[src/design/sbpn_pkg.sv]
package sbpn_pkg;

  localparam int unsigned NumBandsDefault = 16;

  localparam int unsigned BandW   = 4;
  localparam int unsigned MagW    = 15;
  localparam int unsigned LevelW  = 8;
  localparam int unsigned DecayW  = 16;
  localparam int unsigned FracW   = 8;
  localparam int unsigned PeakW   = 24;
  localparam int unsigned IntW    = PeakW - FracW;
  localparam int unsigned DvdW    = MagW + FracW;
  localparam int unsigned DivSteps = LevelW;
  localparam int unsigned DivCntW = $clog2(DivSteps);
  localparam int unsigned CfgIdxW  = 3;
  localparam int unsigned CfgDataW = 16;

  localparam logic [LevelW-1:0] LevelMax = '1;

  localparam logic [MagW-1:0]   OffsetBand0Rst  = MagW'(100);
  localparam logic [MagW-1:0]   OffsetBand1Rst  = MagW'(50);
  localparam logic [MagW-1:0]   OffsetBand2Rst  = MagW'(15);
  localparam logic [MagW-1:0]   OffsetBand3Rst  = MagW'(10);
  localparam logic [MagW-1:0]   OffsetOtherRst  = MagW'(3);
  localparam logic [DecayW-1:0] DecayFactorRst  = DecayW'(63570);
  localparam logic [MagW-1:0]   PeakFloorRst    = MagW'(4);

  typedef enum logic [CfgIdxW-1:0] {
    CfgOffsetBand0 = 3'd0,
    CfgOffsetBand1 = 3'd1,
    CfgOffsetBand2 = 3'd2,
    CfgOffsetBand3 = 3'd3,
    CfgOffsetOther = 3'd4,
    CfgDecayFactor = 3'd5,
    CfgPeakFloor   = 3'd6
  } cfg_index_e;

  typedef struct packed {
    logic [BandW-1:0] band_index;
    logic [MagW-1:0]  magnitude;
  } in_word_t;

  typedef struct packed {
    logic [LevelW-1:0] level;
    logic              peak_hit;
    logic              pair_valid;
    logic [LevelW-1:0] pair_average;
  } out_word_t;

  typedef struct packed {
    logic [MagW-1:0]   offset_band0;
    logic [MagW-1:0]   offset_band1;
    logic [MagW-1:0]   offset_band2;
    logic [MagW-1:0]   offset_band3;
    logic [MagW-1:0]   offset_other;
    logic [DecayW-1:0] decay_factor;
    logic [MagW-1:0]   peak_floor;
  } cfg_t;

  typedef enum logic [2:0] {
    StIdle,
    StRead,
    StMul,
    StMax,
    StDiv,
    StFinish
  } state_e;

  typedef struct packed {
    logic load_in;
    logic mul;
    logic peak_upd;
    logic div_step;
    logic finish;
  } ctrl_cmd_t;

  typedef struct packed {
    logic band_ok;
    logic out_free;
  } dp_status_t;

endpackage

[src/design/sbpn_cfg.sv]
module sbpn_cfg
  import sbpn_pkg::*;
(
  input  logic                clk_i,
  input  logic                rst_ni,
  input  logic                cfg_valid_i,
  output logic                cfg_ready_o,
  input  logic [CfgIdxW-1:0]  cfg_index_i,
  input  logic [CfgDataW-1:0] cfg_data_i,
  output cfg_t                cfg_o
);

  cfg_t cfg_q, cfg_d;

  assign cfg_ready_o = 1'b1;
  assign cfg_o       = cfg_q;

  always_comb begin
    cfg_d = cfg_q;
    if (cfg_valid_i) begin
      unique case (cfg_index_e'(cfg_index_i))
        CfgOffsetBand0: cfg_d.offset_band0 = cfg_data_i[MagW-1:0];
        CfgOffsetBand1: cfg_d.offset_band1 = cfg_data_i[MagW-1:0];
        CfgOffsetBand2: cfg_d.offset_band2 = cfg_data_i[MagW-1:0];
        CfgOffsetBand3: cfg_d.offset_band3 = cfg_data_i[MagW-1:0];
        CfgOffsetOther: cfg_d.offset_other = cfg_data_i[MagW-1:0];
        CfgDecayFactor: cfg_d.decay_factor = cfg_data_i[DecayW-1:0];
        CfgPeakFloor:   cfg_d.peak_floor   = cfg_data_i[MagW-1:0];
        // unknown index: drop the word
        default: cfg_d = cfg_q;
      endcase
    end
  end

  always_ff @(posedge clk_i or negedge rst_ni) begin
    if (!rst_ni) begin
      cfg_q.offset_band0 <= OffsetBand0Rst;
      cfg_q.offset_band1 <= OffsetBand1Rst;
      cfg_q.offset_band2 <= OffsetBand2Rst;
      cfg_q.offset_band3 <= OffsetBand3Rst;
      cfg_q.offset_other <= OffsetOtherRst;
      cfg_q.decay_factor <= DecayFactorRst;
      cfg_q.peak_floor   <= PeakFloorRst;
    end else begin
      cfg_q <= cfg_d;
    end
  end

endmodule

[src/design/sbpn_ctrl.sv]
module sbpn_ctrl
  import sbpn_pkg::*;
(
  input  logic       clk_i,
  input  logic       rst_ni,
  input  logic       in_valid_i,
  output logic       in_ready_o,
  input  dp_status_t status_i,
  output ctrl_cmd_t  cmd_o
);

  state_e state_q, state_d;
  logic [DivCntW-1:0] cnt_q, cnt_d;
  logic div_last;

  assign div_last = (cnt_q == DivCntW'(DivSteps - 1));

  always_comb begin
    state_d = state_q;
    cnt_d   = cnt_q;
    unique case (state_q)
      StIdle: begin
        if (in_valid_i) state_d = StRead;
      end
      StRead: begin
        state_d = status_i.band_ok ? StMul : StFinish;
      end
      StMul: begin
        state_d = StMax;
      end
      StMax: begin
        state_d = StDiv;
        cnt_d   = '0;
      end
      StDiv: begin
        cnt_d = cnt_q + DivCntW'(1);
        if (div_last) state_d = StFinish;
      end
      StFinish: begin
        if (status_i.out_free) state_d = StIdle;
      end
      default: state_d = StIdle;
    endcase
  end

  always_comb begin
    in_ready_o = 1'b0;
    cmd_o      = '0;
    unique case (state_q)
      StIdle: begin
        in_ready_o    = 1'b1;
        cmd_o.load_in = in_valid_i;
      end
      StRead:   cmd_o = '0;
      StMul:    cmd_o.mul      = 1'b1;
      StMax:    cmd_o.peak_upd = 1'b1;
      StDiv:    cmd_o.div_step = 1'b1;
      StFinish: cmd_o.finish   = status_i.out_free;
      default:  cmd_o = '0;
    endcase
  end

  always_ff @(posedge clk_i or negedge rst_ni) begin
    if (!rst_ni) begin
      state_q <= StIdle;
      cnt_q   <= '0;
    end else begin
      state_q <= state_d;
      cnt_q   <= cnt_d;
    end
  end

endmodule

[src/design/sbpn_dp.sv]
module sbpn_dp
  import sbpn_pkg::*;
#(
  parameter int unsigned NumBands = NumBandsDefault
) (
  input  logic       clk_i,
  input  logic       rst_ni,
  input  cfg_t       cfg_i,
  input  ctrl_cmd_t  cmd_i,
  output dp_status_t status_o,
  input  in_word_t   in_word_i,
  input  logic       out_ready_i,
  output logic       out_valid_o,
  output out_word_t  out_word_o
);

  localparam int unsigned AddrW = $clog2(NumBands);
  localparam int unsigned RemW  = IntW;

  // peak store, one valid bit per band stands for the zero reset
  logic [PeakW-1:0]    peak_mem_q [NumBands];
  logic [NumBands-1:0] peak_vld_q;

  logic [BandW-1:0]  band_q;
  logic [AddrW-1:0]  addr_q;
  logic              ok_q;
  logic [MagW-1:0]   n_q;
  logic [PeakW-1:0]  rd_q;
  logic              rd_vld_q;
  logic [PeakW-1:0]  decayed_q;
  logic              hit_q;
  logic              ip_zero_q;
  logic [IntW-1:0]   divisor_q;
  logic [RemW-1:0]   rem_q;
  logic [LevelW-1:0] dlow_q;
  logic [LevelW-1:0] quot_q;
  logic [LevelW-1:0] prev_level_q;
  logic              out_vld_q;
  out_word_t         out_q;

  logic              in_ok;
  logic [AddrW-1:0]  in_addr;
  logic [MagW-1:0]   offset;
  logic [MagW-1:0]   n_in;
  logic [PeakW-1:0]  peak_old;
  logic [PeakW+DecayW-1:0] prod;
  logic [PeakW-1:0]  n_fx;
  logic [PeakW-1:0]  fl_fx;
  logic [PeakW-1:0]  peak_new;
  logic [DvdW-1:0]   dividend;
  logic [RemW:0]     trial;
  logic [LevelW-1:0] level;
  logic [LevelW:0]   pair_sum;
  out_word_t         result;

  assign in_ok   = (32'(in_word_i.band_index) < NumBands);
  assign in_addr = AddrW'(in_word_i.band_index);

  always_comb begin
    case (in_word_i.band_index)
      BandW'(0): offset = cfg_i.offset_band0;
      BandW'(1): offset = cfg_i.offset_band1;
      BandW'(2): offset = cfg_i.offset_band2;
      BandW'(3): offset = cfg_i.offset_band3;
      default:   offset = cfg_i.offset_other;
    endcase
  end

  assign n_in = (in_word_i.magnitude > offset) ? (in_word_i.magnitude - offset) : '0;

  assign peak_old = rd_vld_q ? rd_q : '0;
  assign prod     = peak_old * cfg_i.decay_factor;

  assign n_fx  = PeakW'({n_q, FracW'(0)});
  assign fl_fx = PeakW'({cfg_i.peak_floor, FracW'(0)});

  always_comb begin
    peak_new = decayed_q;
    if (n_fx > peak_new)  peak_new = n_fx;
    if (fl_fx > peak_new) peak_new = fl_fx;
  end

  // n*255 as (n << 8) - n; the quotient fits in eight bits since peak >= n << 8
  assign dividend = {n_q, FracW'(0)} - DvdW'(n_q);
  assign trial    = {rem_q, dlow_q[LevelW-1]};

  assign level = ip_zero_q ? ((n_q != '0) ? LevelMax : '0) : quot_q;
  assign pair_sum = {1'b0, level} + {1'b0, prev_level_q};

  always_comb begin
    result = '0;
    if (ok_q) begin
      result.level      = level;
      result.peak_hit   = hit_q;
      result.pair_valid = band_q[0];
      if (band_q[0]) result.pair_average = pair_sum[LevelW:1];
    end
  end

  // datapath registers, no reset needed
  always_ff @(posedge clk_i) begin
    if (cmd_i.load_in) begin
      band_q <= in_word_i.band_index;
      addr_q <= in_addr;
      n_q    <= n_in;
      if (in_ok) begin
        rd_q <= peak_mem_q[in_addr];
      end
    end
    if (cmd_i.mul) begin
      decayed_q <= prod[PeakW+DecayW-1:DecayW];
    end
    if (cmd_i.peak_upd) begin
      peak_mem_q[addr_q] <= peak_new;
      hit_q     <= (peak_new == n_fx);
      ip_zero_q <= (peak_new[PeakW-1:FracW] == '0);
      divisor_q <= peak_new[PeakW-1:FracW];
      rem_q     <= RemW'(dividend[DvdW-1:LevelW]);
      dlow_q    <= dividend[LevelW-1:0];
      quot_q    <= '0;
    end
    if (cmd_i.div_step) begin
      dlow_q <= {dlow_q[LevelW-2:0], 1'b0};
      if (trial >= {1'b0, divisor_q}) begin
        rem_q  <= RemW'(trial - {1'b0, divisor_q});
        quot_q <= {quot_q[LevelW-2:0], 1'b1};
      end else begin
        rem_q  <= trial[RemW-1:0];
        quot_q <= {quot_q[LevelW-2:0], 1'b0};
      end
    end
    if (cmd_i.finish) begin
      out_q <= result;
    end
  end

  always_ff @(posedge clk_i or negedge rst_ni) begin
    if (!rst_ni) begin
      ok_q         <= 1'b0;
      rd_vld_q     <= 1'b0;
      peak_vld_q   <= '0;
      prev_level_q <= '0;
      out_vld_q    <= 1'b0;
    end else begin
      if (cmd_i.load_in) begin
        ok_q     <= in_ok;
        rd_vld_q <= in_ok && peak_vld_q[in_addr];
      end
      if (cmd_i.peak_upd) begin
        peak_vld_q[addr_q] <= 1'b1;
      end
      if (cmd_i.finish) begin
        out_vld_q <= 1'b1;
        if (ok_q) prev_level_q <= level;
      end else if (out_ready_i) begin
        out_vld_q <= 1'b0;
      end
    end
  end

  assign status_o.band_ok  = ok_q;
  assign status_o.out_free = !out_vld_q || out_ready_i;
  assign out_valid_o       = out_vld_q;
  assign out_word_o        = out_q;

endmodule

[src/design/spectrum_band_peak_normalizer.sv]
// Spectrum band peak normalizer.
// Input channel (in_valid_i/in_ready_o, in_word_i): one band magnitude and its
// band index per word. Output channel (out_valid_o/out_ready_i, out_word_o):
// one result word per input word, in order: level against the band's decaying
// peak, peak hit flag, and on odd bands the average with the previous level.
// Configuration channel (cfg_valid_i/cfg_ready_o): register index and data,
// always ready; write only while no word is in flight.
// Each word passes the accept step, which reads the band's peak, a band check
// step and, for bands in range, a multiply step, the peak update and an 8-step
// restoring divider that produces one level bit per cycle; a band index beyond
// the band count skips to the finish step (all-zero result). The finish step
// registers the result; only then is the next word accepted.
// A finished result sits in an output register; the next word is accepted
// while it waits. If the receiver stalls, the following result holds in the
// finish step until the output register frees up, and input ready stays low.
// Reset restores the register defaults, clears the band peaks (through
// per-band valid bits, no clearing pass) and the previous level.
module spectrum_band_peak_normalizer
  import sbpn_pkg::*;
#(
  parameter int unsigned NumBands = NumBandsDefault
) (
  input  logic                clk_i,
  input  logic                rst_ni,
  input  logic                in_valid_i,
  output logic                in_ready_o,
  input  in_word_t            in_word_i,
  output logic                out_valid_o,
  input  logic                out_ready_i,
  output out_word_t           out_word_o,
  input  logic                cfg_valid_i,
  output logic                cfg_ready_o,
  input  logic [CfgIdxW-1:0]  cfg_index_i,
  input  logic [CfgDataW-1:0] cfg_data_i
);

  cfg_t       cfg;
  ctrl_cmd_t  cmd;
  dp_status_t status;

  sbpn_cfg u_cfg (
    .clk_i       (clk_i),
    .rst_ni      (rst_ni),
    .cfg_valid_i (cfg_valid_i),
    .cfg_ready_o (cfg_ready_o),
    .cfg_index_i (cfg_index_i),
    .cfg_data_i  (cfg_data_i),
    .cfg_o       (cfg)
  );

  sbpn_ctrl u_ctrl (
    .clk_i      (clk_i),
    .rst_ni     (rst_ni),
    .in_valid_i (in_valid_i),
    .in_ready_o (in_ready_o),
    .status_i   (status),
    .cmd_o      (cmd)
  );

  sbpn_dp #(
    .NumBands (NumBands)
  ) u_dp (
    .clk_i       (clk_i),
    .rst_ni      (rst_ni),
    .cfg_i       (cfg),
    .cmd_i       (cmd),
    .status_o    (status),
    .in_word_i   (in_word_i),
    .out_ready_i (out_ready_i),
    .out_valid_o (out_valid_o),
    .out_word_o  (out_word_o)
  );

endmodule

[config.mk]
export PLATFORM = sky130hd
export DESIGN_NAME = spectrum_band_peak_normalizer
export DESIGN_NICKNAME = d
export VERILOG_FILES = /design/src/design/sbpn_pkg.sv /design/src/design/sbpn_cfg.sv /design/src/design/sbpn_ctrl.sv /design/src/design/sbpn_dp.sv /design/src/design/spectrum_band_peak_normalizer.sv
export SDC_FILE = /design/constraint.sdc
export NUM_CORES = 2
export LEC_CHECK = 0
export BUFFER_PORTS_ARGS = -buffer_cell sky130_fd_sc_hd__buf_2
export CORE_ASPECT_RATIO = 0.7
export CORE_MARGIN = 4
export CORE_UTILIZATION = 35
export DETAILED_ROUTE_END_ITERATION = 8
export PLACE_DENSITY_LB_ADDON = 0.08
export SYNTH_ARGS = -nofsm -noshare
export SYNTH_HDL_FRONTEND = slang
export SYNTH_SLANG_ARGS = --single-unit
[constraint.sdc]
create_clock -name clk_i -period 9.3 [get_ports clk_i]
set_input_delay 0.93 -clock clk_i [delete_from_list [all_inputs] [get_ports clk_i]]
set_output_delay 0.93 -clock clk_i [all_outputs]
set_load 0.05 [all_outputs]
* Word-level counts from Yosys, hierarchy flattened
Memory sizes are Yosys's and may differ from the RTL's. A register that Yosys moved wholly into a read port is not among the register bits.
Index checks and enable logic that the tools add are counted.
** Storage, ports and cells
- Output and inout bits :: 21
- Flip-flop bits (word level) :: 250
- Word-level logic and storage cells :: 117
- Memory bits (writable) :: 384
- ROM bits :: 0
- Latch bits :: 0
- Memories kept :: 1
** Cells by class
- Div/mod/pow operators :: 0
- Shifts and indexed selects :: 0
- $lt $le $gt $ge :: 7
- Reductions and logical operators :: 21
- Add/subtract/negate cells :: 5
- $mul :: 1
- Eq/ne operators :: 19
- Bitwise logic cells :: 1
- Mux-type cells :: 34
** Memories
- u_dp.peak_mem_q :: depth 16, bits a word 24, rd ports 1, clocked after memory_dff 1, wr ports 1, line sbpn_dp.sv:21 : logic [PeakW-1:0] peak_mem_q [NumBands];
** Operators with widths (number)
- 24-bit 2-to-1 mux :: 3
- 15-bit case mux with 4 select lines :: 1
- 23-bit by 24-bit greater-than comparator with 1-bit output :: 2
- 16-bit 2-to-1 mux :: 3
- 8-bit 2-to-1 mux :: 6
- 24-bit by 16-bit multiplier with 40-bit output :: 1
- 24-bit by 23-bit == test with 1-bit output :: 1
- 23-bit by 15-bit subtractor with 23-bit output :: 1
- 3-bit == test, second input constant :: 6
- 3-bit case mux with 6 select lines :: 1
- 2-bit AND reduction :: 9
- 17-bit by 16-bit >= comparator with 1-bit output :: 1
- 16-bit logical NOT :: 1
- 16-bit OR :: 1
- 16-bit subtractor :: 1
- 15-bit greater-than comparator :: 1
- 15-bit nonzero test :: 1
- 15-bit subtractor :: 1
- 1-bit 2-to-1 mux :: 13
- 3-bit by 2-bit == test with 1-bit output, second input constant :: 4
- 3-bit 2-to-1 mux :: 4
- 4-bit by 5-bit less-than comparator with 1-bit output, second input constant :: 2
- 8-bit by 8-bit adder with 9-bit output :: 1
- 4-bit by 2-bit == test with 1-bit output, second input constant :: 2
- other kinds (16) :: 21

* Depth between registers and ports, before layout
- Depth in word-level cells :: 5
- Mapped depth :: 27

* Cells and area by module
Synthesis repeated with hierarchy kept, for this count alone.
** Unflattened totals
- Cell total of the unflattened synthesis :: 3174
- Area total of the unflattened synthesis :: 41325.9 um^2
** Modules (own cells, without submodules)
- sbpn_dp :: seq. area each 16250.6 um^2, instances 1, area an instance 36769.0 um^2, cells an instance 2893
- sbpn_cfg :: seq. area each 2681.3 um^2, instances 1, area an instance 4167.7 um^2, cells an instance 235
- sbpn_ctrl :: seq. area each 150.1 um^2, instances 1, area an instance 389.1 um^2, cells an instance 46

* Least setup slack after synthesis
OpenSTA, ideal clock, no wires.
- Kind :: register to register
- Start :: reg u_dp.rd_vld_q
- End :: reg u_dp.decayed_q[23] (data pin)
- Setup time :: 0.260 ns
- Cell stages (with the launch flop) :: 28
- Data arrival time :: 6.761 ns
- Buffers on the path :: 3
- Slack :: 2.279 ns
- Path through :: dfrtp_1 -> buf_2 -> clkbuf_1 -> and2_0 -> clkbuf_1 -> nand2_1 -> fa_1 -> inv_1 -> fa_1 -> inv_1 -> fa_1 -> inv_1 -> fa_1 -> fa_1 -> inv_1 -> fa_1 -> inv_1 -> ha_1 -> a2111oi_0 -> o21ai_1 -> a2111oi_2 -> a211oi_1 -> o211ai_2 -> a2bb2oi_1 -> o2111ai_1 -> a31o_2 -> a21oi_2 -> xnor2_1
** On the way
- Word-level cells in the longest chain between the ends :: 2
** RTL lines
- from (decl) :: line sbpn_dp.sv:29 : logic rd_vld_q;
- from (signal assigned) :: line sbpn_dp.sv:147 : rd_vld_q <= in_ok && peak_vld_q[in_addr];
- 24-bit 2-to-1 mux :: line sbpn_dp.sv:71 : assign peak_old = rd_vld_q ? rd_q : '0;
- 24-bit by 16-bit multiplier with 40-bit output :: line sbpn_dp.sv:72 : assign prod = peak_old * cfg_i.decay_factor;
- net u_dp.prod[39] :: line sbpn_dp.sv:46 : logic [PeakW+DecayW-1:0] prod;
- to (signal assigned) :: line sbpn_dp.sv:111 : decayed_q <= prod[PeakW+DecayW-1:DecayW];
- to (decl) :: line sbpn_dp.sv:30 : logic [PeakW-1:0] decayed_q;
The timed path passes the listed nets, and every way through them passes these cells.
A chain may end at the register's enable or synchronous reset.

* Worst setup path after layout
Same ends and word-level chain as after synthesis.

==> flow_summary_export.csv <==
group,metric,value,unit
die,die_w,416,um
synth,synth.top_cell.area_share,0.381,
die,boundaryPins,64,
timing,fin_skew,0.0697,ns
synth,syn-instance-count,3110,
layout,drive_above_1_share,0.185,
setup_path,critPathCaptureType,"register",
layout,fill_cells,10952,
layout,final_util,0.396,
synth,yosysSeqAreaShare,0.468,
timing,tns,0,ns
global_routing,grt_first_pass_wirelength,183,mm
synth,synth.most_common_cell,"edfxtp_1",
timing,fin_crit_sh,0.893,
layout,seq_area,19100,sq um
cts,postCtsSetupBuffers,0,
synth,synth_edf_count,518,
synth,ys_types,78,
cts,cts_sinks,658,
timing,finalCriticalPeriod,8.31,ns
layout,nNetsFinal,3712,
cts,clk_path_buf_depth,3,
cts,htreeDepth,3,
global_routing,grt_overflow_total,0,
setup_path,cp_slowest_cell,"dfrtp_4",
setup_path,r2r_cells,25,
detailed_routing,via_count,25175,
placed_design,portBuffers,62,
synth,syn_area_per_cell,13.1,sq um
synth,yosysTopAreaCell,"edfxtp_1",
setup_path,timing.rr.end,"u_dp.decayed_q[23]",
run,drv_cap,0,
synth,async_reset_ff_frac,0.211,
cts,cts_tree,"done",
cts,cts_inserted_buffers,72,
timing,max_clock_freq,120,MHz
die,core-area,115000,sq um
synth,synth_common_cells,"edfxtp_1, inv_1, fa_1",
cts,clk_latency,0.68,ns
placed_design,placed_cell_area,43300,sq um
die,dieArea,122000,sq um
setup_path,endpoint,"u_dp.decayed_q[23]",
cts,clk_pin_slew,0.06,ns
power_and_ir_drop,peakVddDrop,0.223,mV
global_routing,grt_pass1_vias,26119,
detailed_routing,via_per_inst,5.27,
detailed_routing,wl_met2,48.6,mm
detailed_routing,met1_length,62.1,mm
setup_path,max_stage_delay,0.64,ns
setup_path,critPathRequiredTime,9.69,ns
global_routing,grt_max_degree,110,
global_routing,grt_antenna_before_repair,13,
cts,cts_hold_buffers,0,
layout,area_delta_synth_final,12.0,%
detailed_routing,wl_per_cell,25.7,um
synth,ys_warn_count,0,
timing,rsz0062_at_grt,"no",
setup_path,startpoint,"u_dp.rd_vld_q",
timing,slew_violations,0,
setup_path,reg2reg_slack,0.99,ns
timing,hold_viol,0,
die,rows,104,
detailed_routing,wirelength,123,mm
synth,syn_area,40800,sq um
setup_path,path_common_cell,"fa_1",
detailed_routing,highest_layer,"met5",
synth,syn_nets,3648,
detailed_routing,wl_met3,9.83,mm
hold_path,hold_class,"primary input to asynchronous set/reset pin",
placed_design,dp_cells,4637,
timing,max_slew_margin,0.219,
setup_path,worst-path-max-fanout,42,
die,start_util,0.354,
cts,cts-root-buf,"clkbuf_16",
power_and_ir_drop,power.leakage,18.7,nW
setup_path,arrival,8.70,ns
setup_path,critPathKind,"register to register",
detailed_routing,first_iter_violations,2173,
timing,setup_viol_count_final,0,
layout,final_cell_count_no_fill,4775,
detailed_routing,first_pass_iters,5,
synth,ys_seq_elements,658,
power_and_ir_drop,p_per_area,323,nW/um^2
global_routing,grt_usage,0.203,
placed_design,dpl.hpwl,86.6,mm
layout,multi_input_area,19600,sq um
cts,cts-resized-gates,0,
setup_path,start_kind,"register",
detailed_routing,ant_nets,0,
timing,tightestPinTransition,1.17,ns
synth,synth-main-ff-cell,"edfxtp_1",
setup_path,r2r_start,"u_dp.rd_vld_q",
layout,finalInstanceArea,45700,sq um
synth,synth_area_leaders,"edfxtp_1, fa_1, mux4_2, dfrtp_1, ha_1",
run_status,status,"completed",
detailed_routing,drc,0,
die,die_h,294,um
placed_design,routabilityCongestion,0.901,
[area by class of cell]
cell class | count | share of cell area
multi-input combinational | 1858 | 0.429
sequential | 658 | 0.418
tap | 1537 | 0.0421
clock buffer | 92 | 0.0419
inverter | 436 | 0.0358
timing repair buffer | 148 | 0.0218
clock inverter | 40 | 0.0111
antenna | 6 | 0.000329
[how the worst min path moves through the flow]
stage	from	end	slack [ns]	cells after the start
after floorplan	u_dp.peak_vld_q[10]	u_dp.peak_vld_q[10]	0.43	1
after global placement	u_dp.peak_vld_q[11]	u_dp.peak_vld_q[11]	0.45	1
after detailed placement	u_dp.peak_vld_q[10]	u_dp.peak_vld_q[10]	0.45	1
after CTS	rst_ni	u_dp.peak_vld_q[14]	0.28	1
after global routing	rst_ni	u_dp.peak_vld_q[14]	0.35	1
final	rst_ni	u_cfg.cfg_o[58]	0.31	1
[state kept, by name, summed over array words and instances, names as in the netlist, 3 cells and up]
name and count:
u_dp.decayed_q 24, u_dp.band_q 4, u_dp.quot_q 8, u_dp.peak_vld_q 16
u_dp.divisor_q 16, u_dp.rd_q 24, u_ctrl.cnt_q 3, u_dp.peak_mem_q 384
u_dp.rem_q 16, u_dp.prev_level_q 8, u_dp.n_q 15, u_cfg.cfg_o 106
u_dp.out_word_o 18, u_dp.dlow_q 8, u_ctrl.state_q 3
[where the power goes]
part | internal (mW) | switching [mW] | leakage (nW)
clock network | 1.64 | 1.28 | 1.16
registers | 4.25 | 0.457 | 6.38
logic | 2.56 | 4.56 | 11.1
total | 8.45 | 6.30 | 18.7
[critical path: cells and delay by family, from the launching register on]
| kind | cells | cell delay, ns |
|---|---|---|
| and+or+nand+nor | 2 | 0.64 |
| adders and majority gates | 7 | 3.46 |
| AOI/OAI and AO/OA | 9 | 2.54 |
| DFF | 1 | 0.64 |
| xor gates and xnor gates | 1 | 0.07 |
| buffers and inverters | 6 | 0.67 |
[layout by cell type (no fill, tap or decap), types with 46 or more instances in the layout]
cell type	n
mux4_2	140
nor2_1	75
xnor2_1	46
a21oi_1	66
buf_4	85
nand2_1	263
ha_1	187
mux2_2	116
edfxtp_1	518
and3_1	162
inv_1	436
fa_1	308
o21ai_0	67
clkbuf_16	72
dfrtp_1	115
buf_2	59
[routing by layer]
metal | track usage | up-vias
met5 | 0 | -
met4 | 0.0410 | 8
met3 | 0.0484 | 126
met2 | 0.273 | 825
met1 | 0.328 | 13234
li1 | - | 10982
[per-stage QoR]
stage | total power, mW | setup WS [ns] | hold slack [ns]
finish | 14.7 | 0.993 | 0.311
global route | 15.8 | 0.514 | 0.347
CTS | 14.8 | 1.05 | 0.276
detailed placement | 11.8 | 1.16 | 0.448
global placement | 11.7 | 1.28 | 0.446
floorplan | 9.10 | 2.28 | 0.434
[cell families (layout without fill, tap and decap cells)]
kind of cell / Yosys count / in the layout / synth area share
buffers and inverters: 594 / 716 / 0.0562
AND/OR/NAND/NOR: 715 / 715 / 0.0877
AO/OA/AOI/OAI: 263 / 263 / 0.0419
flip-flops: 658 / 658 / 0.468
other: 1 / 7 / 0.0000919
XOR/XNOR: 83 / 83 / 0.0178
multiplexers: 301 / 301 / 0.120
adder cells (fa/ha/maj): 495 / 495 / 0.208
Note: power is estimated with default switching activity, not from simulation.
